## src/rtl/ppt_pkg.sv

```systemverilog
// Package for the priority process table: payload word types, action and
// status codes, slot state codes and default sizes.
// No dependencies.
`default_nettype none
package ppt_pkg;

   localparam int NUM_SLOTS_DEF = 64;
   localparam int PID_BITS_DEF  = 16;
   localparam logic [6:0] DEFAULT_PRIORITY_RESET = 7'd5;
   localparam logic [5:0] INIT_SLOT_RESET        = 6'd0;

   localparam logic [3:0] ACT_CREATE   = 4'd0;
   localparam logic [3:0] ACT_SCHEDULE = 4'd1;
   localparam logic [3:0] ACT_YIELD    = 4'd2;
   localparam logic [3:0] ACT_SLEEP    = 4'd3;
   localparam logic [3:0] ACT_WAKEUP   = 4'd4;
   localparam logic [3:0] ACT_KILL     = 4'd5;
   localparam logic [3:0] ACT_SETPRIO  = 4'd6;
   localparam logic [3:0] ACT_EXIT     = 4'd7;
   localparam logic [3:0] ACT_WAIT     = 4'd8;

   localparam logic [1:0] STAT_OK        = 2'd0;
   localparam logic [1:0] STAT_FAIL      = 2'd1;
   localparam logic [1:0] STAT_INIT_EXIT = 2'd2;
   localparam logic [1:0] STAT_SLEEPING  = 2'd3;

   localparam logic CSR_DEFAULT_PRIORITY = 1'b0;
   localparam logic CSR_INIT_SLOT        = 1'b1;

   typedef enum logic [1:0] {
      SLOT_RUNNABLE,
      SLOT_RUNNING,
      SLOT_SLEEPING,
      SLOT_ZOMBIE
   } slot_state_type;

   typedef struct packed {
      logic [3:0]        action;
      logic [5:0]        slot;
      logic              has_parent;
      logic [15:0]       target_pid;
      logic signed [7:0] new_priority;
      logic [15:0]       channel;
   } req_type;

   typedef struct packed {
      logic [1:0]  status;
      logic [5:0]  result_slot;
      logic [15:0] result_pid;
   } rsp_type;

   typedef struct packed {
      logic wr_en;
      logic set_valid;
      logic clr_valid;
   } store_ctl_type;

endpackage
`default_nettype wire

```

## src/rtl/ppt_store.sv

```systemverilog
// Slot table storage: one memory of slot entries with a registered read port
// and one write port, plus a flip-flop in-use flag for each slot.
// Depends on ppt_pkg.
`default_nettype none
module ppt_store #(
   parameter int NUM_SLOTS = ppt_pkg::NUM_SLOTS_DEF,
   parameter int ENTRY_W   = 8
) (
   input  wire logic                         clock,
   input  wire logic                         reset,
   input  wire logic                         rd_en,
   input  wire logic [$clog2(NUM_SLOTS)-1:0] rd_addr,
   output logic      [ENTRY_W-1:0]           rd_data,
   input  wire ppt_pkg::store_ctl_type       ctl,
   input  wire logic [$clog2(NUM_SLOTS)-1:0] wr_addr,
   input  wire logic [ENTRY_W-1:0]           wr_data,
   output logic      [NUM_SLOTS-1:0]         valid
);

   logic [ENTRY_W-1:0]   mem_ff [NUM_SLOTS];
   logic [ENTRY_W-1:0]   rd_data_ff;
   logic [NUM_SLOTS-1:0] valid_ff;

   always_ff @(posedge clock) begin
      if (ctl.wr_en) begin
         mem_ff[wr_addr] <= wr_data;
      end
      if (rd_en) begin
         rd_data_ff <= mem_ff[rd_addr];
      end
   end

   always_ff @(posedge clock) begin
      if (reset) begin
         valid_ff <= '0;
      end else if (ctl.set_valid) begin
         valid_ff[wr_addr] <= 1'b1;
      end else if (ctl.clr_valid) begin
         valid_ff[wr_addr] <= 1'b0;
      end
   end

   assign rd_data = rd_data_ff;
   assign valid   = valid_ff;

endmodule
`default_nettype wire

```

## src/rtl/priority_process_table.sv

```systemverilog
// An action that touches only the caller's slot needs no pass over the table;
// any other makes one pass over it at one slot per cycle through the single
// read port of the slot memory; exit makes a reparenting pass and then a
// wakeup pass.
// One word is in work at a time; req_stall is high from acceptance until the
// result word has been taken. No clearing pass is needed after reset.
// Top level of the priority process table. Depends on ppt_pkg and ppt_store.
`default_nettype none
module priority_process_table #(
   parameter int NUM_SLOTS = ppt_pkg::NUM_SLOTS_DEF,
   parameter int PID_BITS  = ppt_pkg::PID_BITS_DEF
) (
   input  wire logic             clock,
   input  wire logic             reset,
   input  wire logic             req_valid,
   output logic                  req_stall,
   input  wire ppt_pkg::req_type req_payload,
   output logic                  rsp_valid,
   input  wire logic             rsp_stall,
   output ppt_pkg::rsp_type      rsp_payload,
   input  wire logic             csr_write,
   input  wire logic             csr_index,
   input  wire logic [6:0]       csr_wdata
);

   localparam int IDX_W = $clog2(NUM_SLOTS);
   localparam int PAR_W = $clog2(NUM_SLOTS + 1);
   localparam int CNT_W = $clog2(NUM_SLOTS + 1);
   localparam logic [PID_BITS-1:0] PID_MAX = {PID_BITS{1'b1}};

   typedef struct packed {
      ppt_pkg::slot_state_type st;
      logic [PID_BITS-1:0]     pid;
      logic [6:0]              prio;
      logic [PAR_W-1:0]        parent;
      logic [15:0]             chan;
      logic                    killed;
   } entry_type;

   localparam int ENTRY_W = $bits(entry_type);

   typedef enum logic [2:0] {
      S_IDLE,
      S_CHECK,
      S_SCAN,
      S_FINAL,
      S_DONE
   } fsm_type;

   fsm_type          state_ff, state_in;
   ppt_pkg::req_type req_ff, req_in;
   entry_type        caller_ff, caller_in;
   entry_type        best_ff, best_in;
   logic [IDX_W-1:0] best_idx_ff, best_idx_in;
   logic [CNT_W-1:0] cnt_ff, cnt_in;
   logic             evv_ff, evv_in;
   logic [IDX_W-1:0] evi_ff, evi_in;
   logic             found_ff, found_in;
   logic             flag_ff, flag_in;
   logic             pass_b_ff, pass_b_in;
   logic [PID_BITS-1:0] next_pid_ff, next_pid_in;
   logic [6:0]       defprio_ff, defprio_in;
   logic [5:0]       init_ff, init_in;
   ppt_pkg::rsp_type rsp_ff, rsp_in;
   logic             rsp_valid_ff, rsp_valid_in;

   logic                   rd_en;
   logic [IDX_W-1:0]       rd_addr;
   logic [ENTRY_W-1:0]     rd_raw;
   entry_type              rd_e;
   ppt_pkg::store_ctl_type ctl;
   logic [IDX_W-1:0]       wr_addr;
   entry_type              wr_e;
   logic [NUM_SLOTS-1:0]   valid;

   ppt_store #(
      .NUM_SLOTS (NUM_SLOTS),
      .ENTRY_W   (ENTRY_W)
   ) u_store (
      .clock   (clock),
      .reset   (reset),
      .rd_en   (rd_en),
      .rd_addr (rd_addr),
      .rd_data (rd_raw),
      .ctl     (ctl),
      .wr_addr (wr_addr),
      .wr_data (wr_e),
      .valid   (valid)
   );

   assign rd_e = entry_type'(rd_raw);

   logic             slot_in_range;
   logic [IDX_W-1:0] slot_idx;
   logic             caller_ok;
   logic             init_ok;
   logic             par_ok;
   logic [PAR_W-1:0] slot_par;
   logic [PAR_W-1:0] adopt_par;
   logic             ev_v;
   logic             pid_hit;

   always_comb begin
      slot_in_range = 32'(req_ff.slot) < NUM_SLOTS;
      slot_idx      = IDX_W'(req_ff.slot);
      slot_par      = PAR_W'(req_ff.slot);
      caller_ok     = slot_in_range && valid[slot_idx] &&
                      (rd_e.st == ppt_pkg::SLOT_RUNNING);
      init_ok       = 32'(init_ff) < NUM_SLOTS;
      par_ok        = caller_ff.parent < PAR_W'(NUM_SLOTS);
      adopt_par     = init_ok ? PAR_W'(init_ff) : PAR_W'(NUM_SLOTS);
      ev_v          = evv_ff && valid[evi_ff];
      pid_hit       = 32'(rd_e.pid) == 32'(req_ff.target_pid);
   end

   always_comb begin
      state_in     = state_ff;
      req_in       = req_ff;
      caller_in    = caller_ff;
      best_in      = best_ff;
      best_idx_in  = best_idx_ff;
      cnt_in       = cnt_ff;
      evv_in       = 1'b0;
      evi_in       = evi_ff;
      found_in     = found_ff;
      flag_in      = flag_ff;
      pass_b_in    = pass_b_ff;
      next_pid_in  = next_pid_ff;
      defprio_in   = defprio_ff;
      init_in      = init_ff;
      rsp_in       = rsp_ff;
      rsp_valid_in = rsp_valid_ff;
      rd_en        = 1'b0;
      rd_addr      = cnt_ff[IDX_W-1:0];
      ctl          = '0;
      wr_addr      = evi_ff;
      wr_e         = rd_e;

      if (csr_write) begin
         case (csr_index)
            ppt_pkg::CSR_DEFAULT_PRIORITY: defprio_in = csr_wdata;
            ppt_pkg::CSR_INIT_SLOT:        init_in    = csr_wdata[5:0];
            default: ;
         endcase
      end

      case (state_ff)
         S_IDLE: begin
            if (req_valid) begin
               req_in   = req_payload;
               rd_en    = 1'b1;
               rd_addr  = IDX_W'(req_payload.slot);
               state_in = S_CHECK;
            end
         end
         S_CHECK: begin
            caller_in = rd_e;
            cnt_in    = '0;
            found_in  = 1'b0;
            flag_in   = 1'b0;
            pass_b_in = 1'b0;
            rsp_in    = '0;
            rsp_in.status = ppt_pkg::STAT_FAIL;
            state_in  = S_DONE;
            wr_addr   = slot_idx;
            wr_e      = rd_e;
            case (req_ff.action)
               ppt_pkg::ACT_CREATE: begin
                  if (!req_ff.has_parent || (slot_in_range && valid[slot_idx])) begin
                     state_in = S_SCAN;
                  end
               end
               ppt_pkg::ACT_SCHEDULE, ppt_pkg::ACT_WAKEUP, ppt_pkg::ACT_KILL: begin
                  state_in = S_SCAN;
               end
               ppt_pkg::ACT_SETPRIO: begin
                  if (!req_ff.new_priority[7]) begin
                     state_in = S_SCAN;
                  end
               end
               ppt_pkg::ACT_YIELD: begin
                  if (caller_ok) begin
                     wr_e.st       = ppt_pkg::SLOT_RUNNABLE;
                     ctl.wr_en     = 1'b1;
                     rsp_in.status = ppt_pkg::STAT_OK;
                  end
               end
               ppt_pkg::ACT_SLEEP: begin
                  if (caller_ok) begin
                     wr_e.st       = ppt_pkg::SLOT_SLEEPING;
                     wr_e.chan     = req_ff.channel;
                     ctl.wr_en     = 1'b1;
                     rsp_in.status = ppt_pkg::STAT_SLEEPING;
                  end
               end
               ppt_pkg::ACT_EXIT: begin
                  if (caller_ok) begin
                     if (req_ff.slot == init_ff) begin
                        rsp_in.status = ppt_pkg::STAT_INIT_EXIT;
                     end else begin
                        state_in = S_SCAN;
                     end
                  end
               end
               ppt_pkg::ACT_WAIT: begin
                  if (caller_ok) begin
                     state_in = S_SCAN;
                  end
               end
               default: ;
            endcase
            if (state_in == S_DONE) begin
               rsp_valid_in = 1'b1;
            end
         end
         S_SCAN: begin
            if (cnt_ff < CNT_W'(NUM_SLOTS)) begin
               rd_en  = 1'b1;
               cnt_in = cnt_ff + 1'b1;
               evv_in = 1'b1;
               evi_in = cnt_ff[IDX_W-1:0];
            end else if (!evv_ff) begin
               state_in = S_FINAL;
            end
            if (evv_ff) begin
               case (req_ff.action)
                  ppt_pkg::ACT_CREATE: begin
                     if (!found_ff && !valid[evi_ff]) begin
                        wr_e.st     = ppt_pkg::SLOT_RUNNABLE;
                        wr_e.pid    = next_pid_ff;
                        wr_e.prio   = defprio_ff;
                        wr_e.parent = req_ff.has_parent ? slot_par : PAR_W'(NUM_SLOTS);
                        wr_e.chan   = '0;
                        wr_e.killed = 1'b0;
                        ctl.wr_en     = 1'b1;
                        ctl.set_valid = 1'b1;
                        found_in    = 1'b1;
                        best_idx_in = evi_ff;
                        best_in     = wr_e;
                        next_pid_in = (next_pid_ff == PID_MAX) ? PID_BITS'(1)
                                                               : next_pid_ff + 1'b1;
                     end
                  end
                  ppt_pkg::ACT_SCHEDULE: begin
                     if (ev_v && rd_e.st == ppt_pkg::SLOT_RUNNABLE &&
                         (!found_ff || rd_e.prio < best_ff.prio)) begin
                        found_in    = 1'b1;
                        best_idx_in = evi_ff;
                        best_in     = rd_e;
                     end
                  end
                  ppt_pkg::ACT_WAKEUP: begin
                     if (ev_v && rd_e.st == ppt_pkg::SLOT_SLEEPING &&
                         rd_e.chan == req_ff.channel) begin
                        wr_e.st   = ppt_pkg::SLOT_RUNNABLE;
                        ctl.wr_en = 1'b1;
                     end
                  end
                  ppt_pkg::ACT_KILL: begin
                     if (!found_ff && ev_v && pid_hit) begin
                        wr_e.killed = 1'b1;
                        if (rd_e.st == ppt_pkg::SLOT_SLEEPING) begin
                           wr_e.st = ppt_pkg::SLOT_RUNNABLE;
                        end
                        ctl.wr_en = 1'b1;
                        found_in  = 1'b1;
                     end
                  end
                  ppt_pkg::ACT_SETPRIO: begin
                     if (!found_ff && ev_v && pid_hit) begin
                        wr_e.prio = req_ff.new_priority[6:0];
                        ctl.wr_en = 1'b1;
                        found_in  = 1'b1;
                     end
                  end
                  ppt_pkg::ACT_EXIT: begin
                     if (!pass_b_ff) begin
                        if (ev_v && rd_e.parent == slot_par) begin
                           wr_e.parent = adopt_par;
                           ctl.wr_en   = 1'b1;
                           if (init_ok && rd_e.st == ppt_pkg::SLOT_ZOMBIE) begin
                              flag_in = 1'b1;
                           end
                        end
                     end else if (ev_v && rd_e.st == ppt_pkg::SLOT_SLEEPING &&
                                  ((par_ok && rd_e.chan == 16'(caller_ff.parent)) ||
                                   (flag_ff && rd_e.chan == 16'(init_ff)))) begin
                        wr_e.st   = ppt_pkg::SLOT_RUNNABLE;
                        ctl.wr_en = 1'b1;
                     end
                  end
                  ppt_pkg::ACT_WAIT: begin
                     if (!found_ff && ev_v && rd_e.parent == slot_par) begin
                        flag_in = 1'b1;
                        if (rd_e.st == ppt_pkg::SLOT_ZOMBIE) begin
                           ctl.clr_valid = 1'b1;
                           found_in      = 1'b1;
                           best_idx_in   = evi_ff;
                           best_in       = rd_e;
                        end
                     end
                  end
                  default: ;
               endcase
            end
         end
         S_FINAL: begin
            state_in     = S_DONE;
            rsp_valid_in = 1'b1;
            wr_addr      = best_idx_ff;
            wr_e         = best_ff;
            case (req_ff.action)
               ppt_pkg::ACT_CREATE, ppt_pkg::ACT_WAIT, ppt_pkg::ACT_SCHEDULE: begin
                  if (found_ff) begin
                     rsp_in.status      = ppt_pkg::STAT_OK;
                     rsp_in.result_slot = 6'(best_idx_ff);
                     rsp_in.result_pid  = 16'(best_ff.pid);
                     if (req_ff.action == ppt_pkg::ACT_SCHEDULE) begin
                        wr_e.st   = ppt_pkg::SLOT_RUNNING;
                        ctl.wr_en = 1'b1;
                     end
                  end else if (req_ff.action == ppt_pkg::ACT_WAIT &&
                               flag_ff && !caller_ff.killed) begin
                     wr_addr       = slot_idx;
                     wr_e          = caller_ff;
                     wr_e.st       = ppt_pkg::SLOT_SLEEPING;
                     wr_e.chan     = 16'(req_ff.slot);
                     ctl.wr_en     = 1'b1;
                     rsp_in.status = ppt_pkg::STAT_SLEEPING;
                  end
               end
               ppt_pkg::ACT_WAKEUP: begin
                  rsp_in.status = ppt_pkg::STAT_OK;
               end
               ppt_pkg::ACT_KILL, ppt_pkg::ACT_SETPRIO: begin
                  if (found_ff) begin
                     rsp_in.status = ppt_pkg::STAT_OK;
                  end
               end
               ppt_pkg::ACT_EXIT: begin
                  if (!pass_b_ff) begin
                     pass_b_in    = 1'b1;
                     cnt_in       = '0;
                     state_in     = S_SCAN;
                     rsp_valid_in = 1'b0;
                  end else begin
                     wr_addr       = slot_idx;
                     wr_e          = caller_ff;
                     wr_e.st       = ppt_pkg::SLOT_ZOMBIE;
                     if (caller_ff.parent == slot_par) begin
                        wr_e.parent = adopt_par;
                     end
                     ctl.wr_en     = 1'b1;
                     rsp_in.status = ppt_pkg::STAT_OK;
                  end
               end
               default: ;
            endcase
         end
         S_DONE: begin
            if (!rsp_stall) begin
               rsp_valid_in = 1'b0;
               state_in     = S_IDLE;
            end
         end
         default: begin
            state_in = S_IDLE;
         end
      endcase
   end

   always_ff @(posedge clock) begin
      if (reset) begin
         state_ff     <= S_IDLE;
         evv_ff       <= 1'b0;
         next_pid_ff  <= PID_BITS'(1);
         defprio_ff   <= ppt_pkg::DEFAULT_PRIORITY_RESET;
         init_ff      <= ppt_pkg::INIT_SLOT_RESET;
         rsp_valid_ff <= 1'b0;
      end else begin
         state_ff     <= state_in;
         evv_ff       <= evv_in;
         next_pid_ff  <= next_pid_in;
         defprio_ff   <= defprio_in;
         init_ff      <= init_in;
         rsp_valid_ff <= rsp_valid_in;
      end
      req_ff      <= req_in;
      caller_ff   <= caller_in;
      best_ff     <= best_in;
      best_idx_ff <= best_idx_in;
      cnt_ff      <= cnt_in;
      evi_ff      <= evi_in;
      found_ff    <= found_in;
      flag_ff     <= flag_in;
      pass_b_ff   <= pass_b_in;
      rsp_ff      <= rsp_in;
   end

   assign req_stall   = (state_ff != S_IDLE);
   assign rsp_valid   = rsp_valid_ff;
   assign rsp_payload = rsp_ff;

endmodule
`default_nettype wire

```

## config.mk

```make
export PLATFORM = sky130hd
export DESIGN_NAME = priority_process_table
export DESIGN_NICKNAME = d
export VERILOG_FILES = /design/src/rtl/ppt_pkg.sv /design/src/rtl/ppt_store.sv /design/src/rtl/priority_process_table.sv
export SDC_FILE = /design/constraint.sdc
export NUM_CORES = 2
export LEC_CHECK = 0
export ABC_AREA = 1
export BUFFER_PORTS_ARGS = -buffer_cell sky130_fd_sc_hd__buf_4
export CORE_MARGIN = 2
export CORE_UTILIZATION = 55
export CTS_BUF_LIST = sky130_fd_sc_hd__clkbuf_16
export CTS_CLUSTER_DIAMETER = 50
export DETAILED_ROUTE_END_ITERATION = 16
export GPL_ROUTABILITY_DRIVEN = 0
export PLACE_DENSITY = 0.71
export SYNTH_ARGS = -nofsm -noshare
export SYNTH_HDL_FRONTEND = slang
export SYNTH_SLANG_ARGS = --single-unit
```

## constraint.sdc

```tcl
create_clock -name clock -period 8.25 [get_ports clock]
set_input_delay 1.65 -clock clock [delete_from_list [all_inputs] [get_ports clock]]
set_output_delay 1.65 -clock clock [all_outputs]
set_load 0.02 [all_outputs]
```

* Yosys cells after proc, flatten, opt, wreduce, memory -nomap -nowiden
Memories as Yosys holds them, arrays and structs flattened. A register that Yosys moved wholly into a read port is not among the register bits. Index checks and enable logic that the tools add are counted.
Word-level totals: register bits after elaboration 291, RAM bits 3136, output and inout bits 26, memories 1
Cells by class: add/subtract/negate cells 2, order comparisons 7, eq/ne operators 53, mux-type cells 134, bitwise operators 5, reduce and logical (&&, ||, !) cells 53
Memories:
- u_store.mem_ff | depth 64, width 49, read ports 1, clocked after memory_dff 1, write ports 1, RTL line ppt_store.sv:20 | logic [ENTRY_W-1:0] mem_ff [NUM_SLOTS];
Operator list (count):
- two-way mux 49 bit | 8
- case mux 49 bit (3 select lines) | 2
- two-way mux 64 bit | 2
- case mux 49 bit (2 select lines) | 1
- two-way mux 16 bit | 5
- bitwise AND 64 bit | 1
- NOT 64 bit | 1
- bitwise OR 64 bit | 1
- two-way mux 7 bit | 8
- two-way mux 6 bit | 9
- case mux 24 bit (2 select lines) | 1
- two-way mux 47 bit | 1
- two-way mux 22 bit | 2
- two-way mux 3 bit | 13
- two-way mux 1 bit | 38
- two-way mux 2 bit | 18
- != test 3 bit, second input constant | 11
- == test 16 bit | 2
- case mux 3 bit (5 select lines) | 2
- != test 2 bit, second input constant | 14
- case mux 7 bit (2 select lines) | 2
- case mux 6 bit (2 select lines) | 2
- < comparator 6 x 7 -> 1 bit, second input constant | 3
- case mux 7 bit (3 select lines) | 1
- other kinds (49) | 106

* Logic depth before layout (Yosys ltp)
depth in word-level cells 15, gate-level depth with buffers 20

* Cells and area by module
From an unflattened synthesis, not the netlist that was laid out.
Unflattened totals: cell total of the unflattened synthesis 12435, area, all modules 143086.0 sq um
By module, submodules not included:
- ppt_store | instances 1, cells an instance 10717, area each 129445.4 sq um
- priority_process_table | instances 1, cells an instance 1718, area each 13640.6 sq um

* Worst setup path after synthesis
OpenSTA, ideal clock, no wires.
path type register -> register, start point register evi_ff[1], end point register best_ff[0] in the netlist's numbering, enable pin, setup time 0.547 ns, arrival time 5.857 ns, data required time 7.703 ns, slack 1.846 ns, cell stages (with the launch flop) 17, buffers on the path 3, path through edfxtp_1 buf_2 inv_2 buf_2 nand3_1 nand3_1 nand2_1 nand2_1 nand3_1 nand3_1 nand2_2 inv_2 nand2_1 nand2_1 buf_2 nand3_1 nor3b_1
On the way: cells in the longest elaborated chain, start to end 7
Ends and longest elaborated chain:
- start: declaration | RTL line priority_process_table.sv:57 | logic [IDX_W-1:0] evi_ff, evi_in;
- start signal: assignment | RTL line priority_process_table.sv:393 | evi_ff <= evi_in;
- binary-select mux 1 bit (select 6 bit) (*) | RTL line priority_process_table.sv:112, priority_process_table.sv:228
- two-way mux 1 bit (not written as such) (*) | RTL line priority_process_table.sv:112, priority_process_table.sv:228
- logical AND 1 bit | RTL line priority_process_table.sv:112 | ev_v = evv_ff && valid[evi_ff];
- logical AND 1 bit (on tied branches) (2 in series) | RTL line priority_process_table.sv:293, priority_process_table.sv:245
- != test 2 bit (no source line)
- AND reduction 7 bit (no source line) (*)
- end signal: assignment | RTL line priority_process_table.sv:390 | best_ff <= best_in;
- end: declaration | RTL line priority_process_table.sv:53 | entry_type best_ff, best_in;
Every way passes the cells marked *; elsewhere a longest branch is shown, timed or not. The select of a mux whose other input is x is not followed. A chain may end at the register's enable or synchronous reset.

* Worst setup path after layout
start point register req_ff, in the netlist slot_idx[0], end point memory u_store.mem_ff[1][31] in the netlist's numbering, enable pin
On the way: cells in the longest elaborated chain, start to end 9
Ends and longest elaborated chain:
- start: declaration | RTL line priority_process_table.sv:51 | ppt_pkg::req_type req_ff, req_in;
- start signal: assignment | RTL line priority_process_table.sv:388 | req_ff <= req_in;
- branches (longest 9 deep; another with binary-select mux 1 bit (select 6 bit))
- end: declaration | RTL line ppt_store.sv:20
Several ways; the timed one is not identified. The select of a mux whose other input is x is not followed.

==> impl_metrics.ini <==
[floorplan]
std_cell_rows = 186
start_util_pct = 55.2
coreArea_um2 = 256000
die-area_um2 = 261000
ioPinCount = 90
die_width_um = 511
die_h_um = 511

[placement]
dp_hpwl_um = 231000
io_buffers = 89

[timing]
worstMarginPinSlew_ps = 1430
setup_violations = 0
max_freq_mhz = 165
post-route-period-util_pct = 73.4
rsz0062_at_grt = no
hold_violations = 0
fin_setup_tns_ps = 0
period_needed_ps = 6050
relSlewSlack_pct = 4.63
fin_worst_skew_ps = 80.3
drv_slew = 0

[cts]
tritoncts = built
cts-root-buf = clkbuf_16
numCtsBuffers = 374
cts_buffer_depth = 4
clock_sinks = 3476
htreeDepth = 5
cts.clk_slew.worst_paths_ps = 60
cts_resized = 0
clock_latency_ps = 1000
cts_setup_buffers = 0
cts-hold-fix-buffers = 0

[cells_and_area]
multi_input_area_um2 = 35200
area_delta_synth_final_pct = 12.1
fill_cells = 18700
layout-drive-gt1-share_pct = 8.91
seq_area_um2 = 103000
post-route-util_pct = 61.9
fin_nets = 11500

[grt]
grtUsageTotal_pct = 32.0
grt_pass1_vias = 92500
antenna_found_initial = 17
grt_overflow = 0
grt_max_degree = 236
grt_pass1_wl_um = 621000

[critical_path]
critPathMaxStageDelay_ps = 1000
crit_slowest_cell = clkinv_1
cp-start-kind = register
endpoint_kind = register
arrival_ps = 6750
crit_buf_inv = 5
crit_family = buffers and inverters
cp_cell_sequence = buf_4, clkinv_1, nand2_1, nand3_1, nand3_1, nand2_1, nand2_1, nand3_1, nand3_1, nand2_1, nand2_1, nor2_1, nand2_1, nand2_1, inv_6, buf_4, a21oi_4, buf_4
cpMostUsedCell = nand2_1
path_class = reg -> reg
critPathMaxFanout = 40
required_ps = 8950

[synthesis]
yosysTopAreaCell = edfxtp_1
ys_warn_count = 0
synth_seq_cells = 3476
synth_edf_count = 3378
synth_most_common_cell = edfxtp_1
synth_cell_types = 47
syn_area_per_cell_um2 = 12.3
syn_area_um2 = 141000
syn_nets = 11600
synth-main-ff-cell = edfxtp_1
yosysSeqAreaShare_pct = 73.1
ys_top_cells_by_area = edfxtp_1, nor2_1, o21ai_0, o211ai_1, nand3_1
async_flop_share_pct = 0
synth_common_cells = edfxtp_1, nor2_1, o21ai_0
synth_cells = 11500
synth_top_area_share_pct = 71.7

[detailed_routing]
wl_per_cell_um = 28.5
postRouteAntennaNets = 0
viasPerCell = 6.56
drc = 0
routed_wirelength_um = 429000
drt_pass1_iterations = 9
vias = 99000
drt_iter0_markers = 16800

[run]
drv_cap = 0

[pwr]
ir_drop_uv = 268
p_leak_nw = 50.9
power.density_nw_per_um2 = 340

[hold_path]
hp-class = reg -> reg

[status]
outcome = finished, final reports clean
[worst paths after layout]
kind	startpoint	to	slack [ps]	cells after the start
max reg2reg	slot_idx[0]$_DFFE_PP_	u_store.mem_ff[1][31]$_DFFE_PP_	2200	18
max	slot_idx[0]$_DFFE_PP_	u_store.mem_ff[1][31]$_DFFE_PP_	2200	18
min reg2reg	rsp_valid$_SDFFE_PP0P_	rsp_valid$_SDFFE_PP0P_	460	2
min	rsp_valid$_SDFFE_PP0P_	rsp_valid$_SDFFE_PP0P_	460	2
[flip-flops by register name, indices dropped and copies added (netlist names), named ones only]
signal and count:
state_ff 3, slot_idx 6, best_idx_ff 6, u_store.mem_ff 3136, pass_b_ff 1, best_ff 49
caller_ff 47, rsp_valid 1, rsp_payload 24, cnt_ff 7, found_ff 1, u_store.rd_data 49
req_ff 45, evi_ff 6, flag_ff 1, defprio_ff 7, init_ff 6, next_pid_ff 16
evv_ff 1
[routing by layer]
layer	up-vias	part of all wire [%]	wire, um	global-route usage [%]
li1	42000	-	-	-
met5	-	0.018	78	0
met3	1066	14	60600	8.40
met1	48500	36	157000	44.3
met2	7363	45	192000	48.3
met4	6	4.7	20100	13.7
[cells in the final DEF (no fill, tap or decap), types with 12 or more instances in the layout]
cell type and instances:
a21oi_1 140, a21oi_4 64, buf_12 61, buf_4 283, bufinv_16 25, clkbuf_16 379
clkinv_1 82, clkinv_2 57, clkinv_4 12, clkinvlp_4 22, dfxtp_1 98, edfxtp_1 3378
inv_1 246, inv_2 13, inv_6 17, nand2_1 656, nand3_1 583, nand3_2 19
nand4_1 23, nor2_1 2520, nor2_2 15, nor2_4 12, nor3_1 27, o211ai_1 741
o21ai_0 1867, o21ai_1 94, o221ai_1 20, o311ai_0 48, o32ai_1 49, xor2_1 30
[logic make-up after synthesis]
logic type	Yosys count	synth area share [%]
flip-flops	3476	73.1
adder cells (fa/ha/maj)	8	0.0708
AND/OR/NAND/NOR	3900	11.1
buffers and inverters	1011	2.91
AO/OA/AOI/OAI	3063	12.5
XOR/XNOR	41	0.254
[through the flow]
step | hold slack (ps) | worst slack [ps] | cells | power [mW] | area [um2]
6_report | 458 | 2200 | 15100 | 53.9 | 159000
5_1_grt | 473 | 2090 | 15100 | 55.6 | 159000
4_1_cts | 460 | 2520 | 15100 | 53.5 | 159000
3_3_place_gp | 442 | 2270 | 14400 | 37.4 | 147000
2_1_floorplan | 421 | 1850 | 11500 | 31.8 | 141000
3_5_place_dp | 452 | 2210 | 14400 | 37.8 | 147000
[layout make-up]
| cell class | count | share of cell area, % |
|---|---|---|
| Inverter | 205 | 0.512 |
| Timing Repair Buffer | 345 | 2.13 |
| Sequential cell | 3476 | 65.2 |
| Clock inverter | 281 | 1.32 |
| Tap cell | 3384 | 2.67 |
| Multi-Input combinational cell | 7012 | 22.2 |
| Clock buffer | 379 | 5.98 |
| Antenna cell | 3 | 0.00473 |
[where the power goes]
group	internal [mW]	switching [mW]	leakage [nW]
clock network	9.12	6.84	5.90
registers	22.5	0.527	31.4
logic	3.21	11.7	13.7
total	34.8	19.1	50.9
[worst register-to-register path, stage by stage, from the launching register on]
cell and delay, ps:
edfxtp_1 320, buf_4 420, clkinv_1 1010, nand2_1 320, nand3_1 110, nand3_1 100
nand2_1 120, nand2_1 90, nand3_1 90, nand3_1 150, nand2_1 180, nand2_1 180
nor2_1 80, nand2_1 60, nand2_1 130, inv_6 660, buf_4 840, a21oi_4 510
buf_4 390
Power figures use the tool's default switching activity.
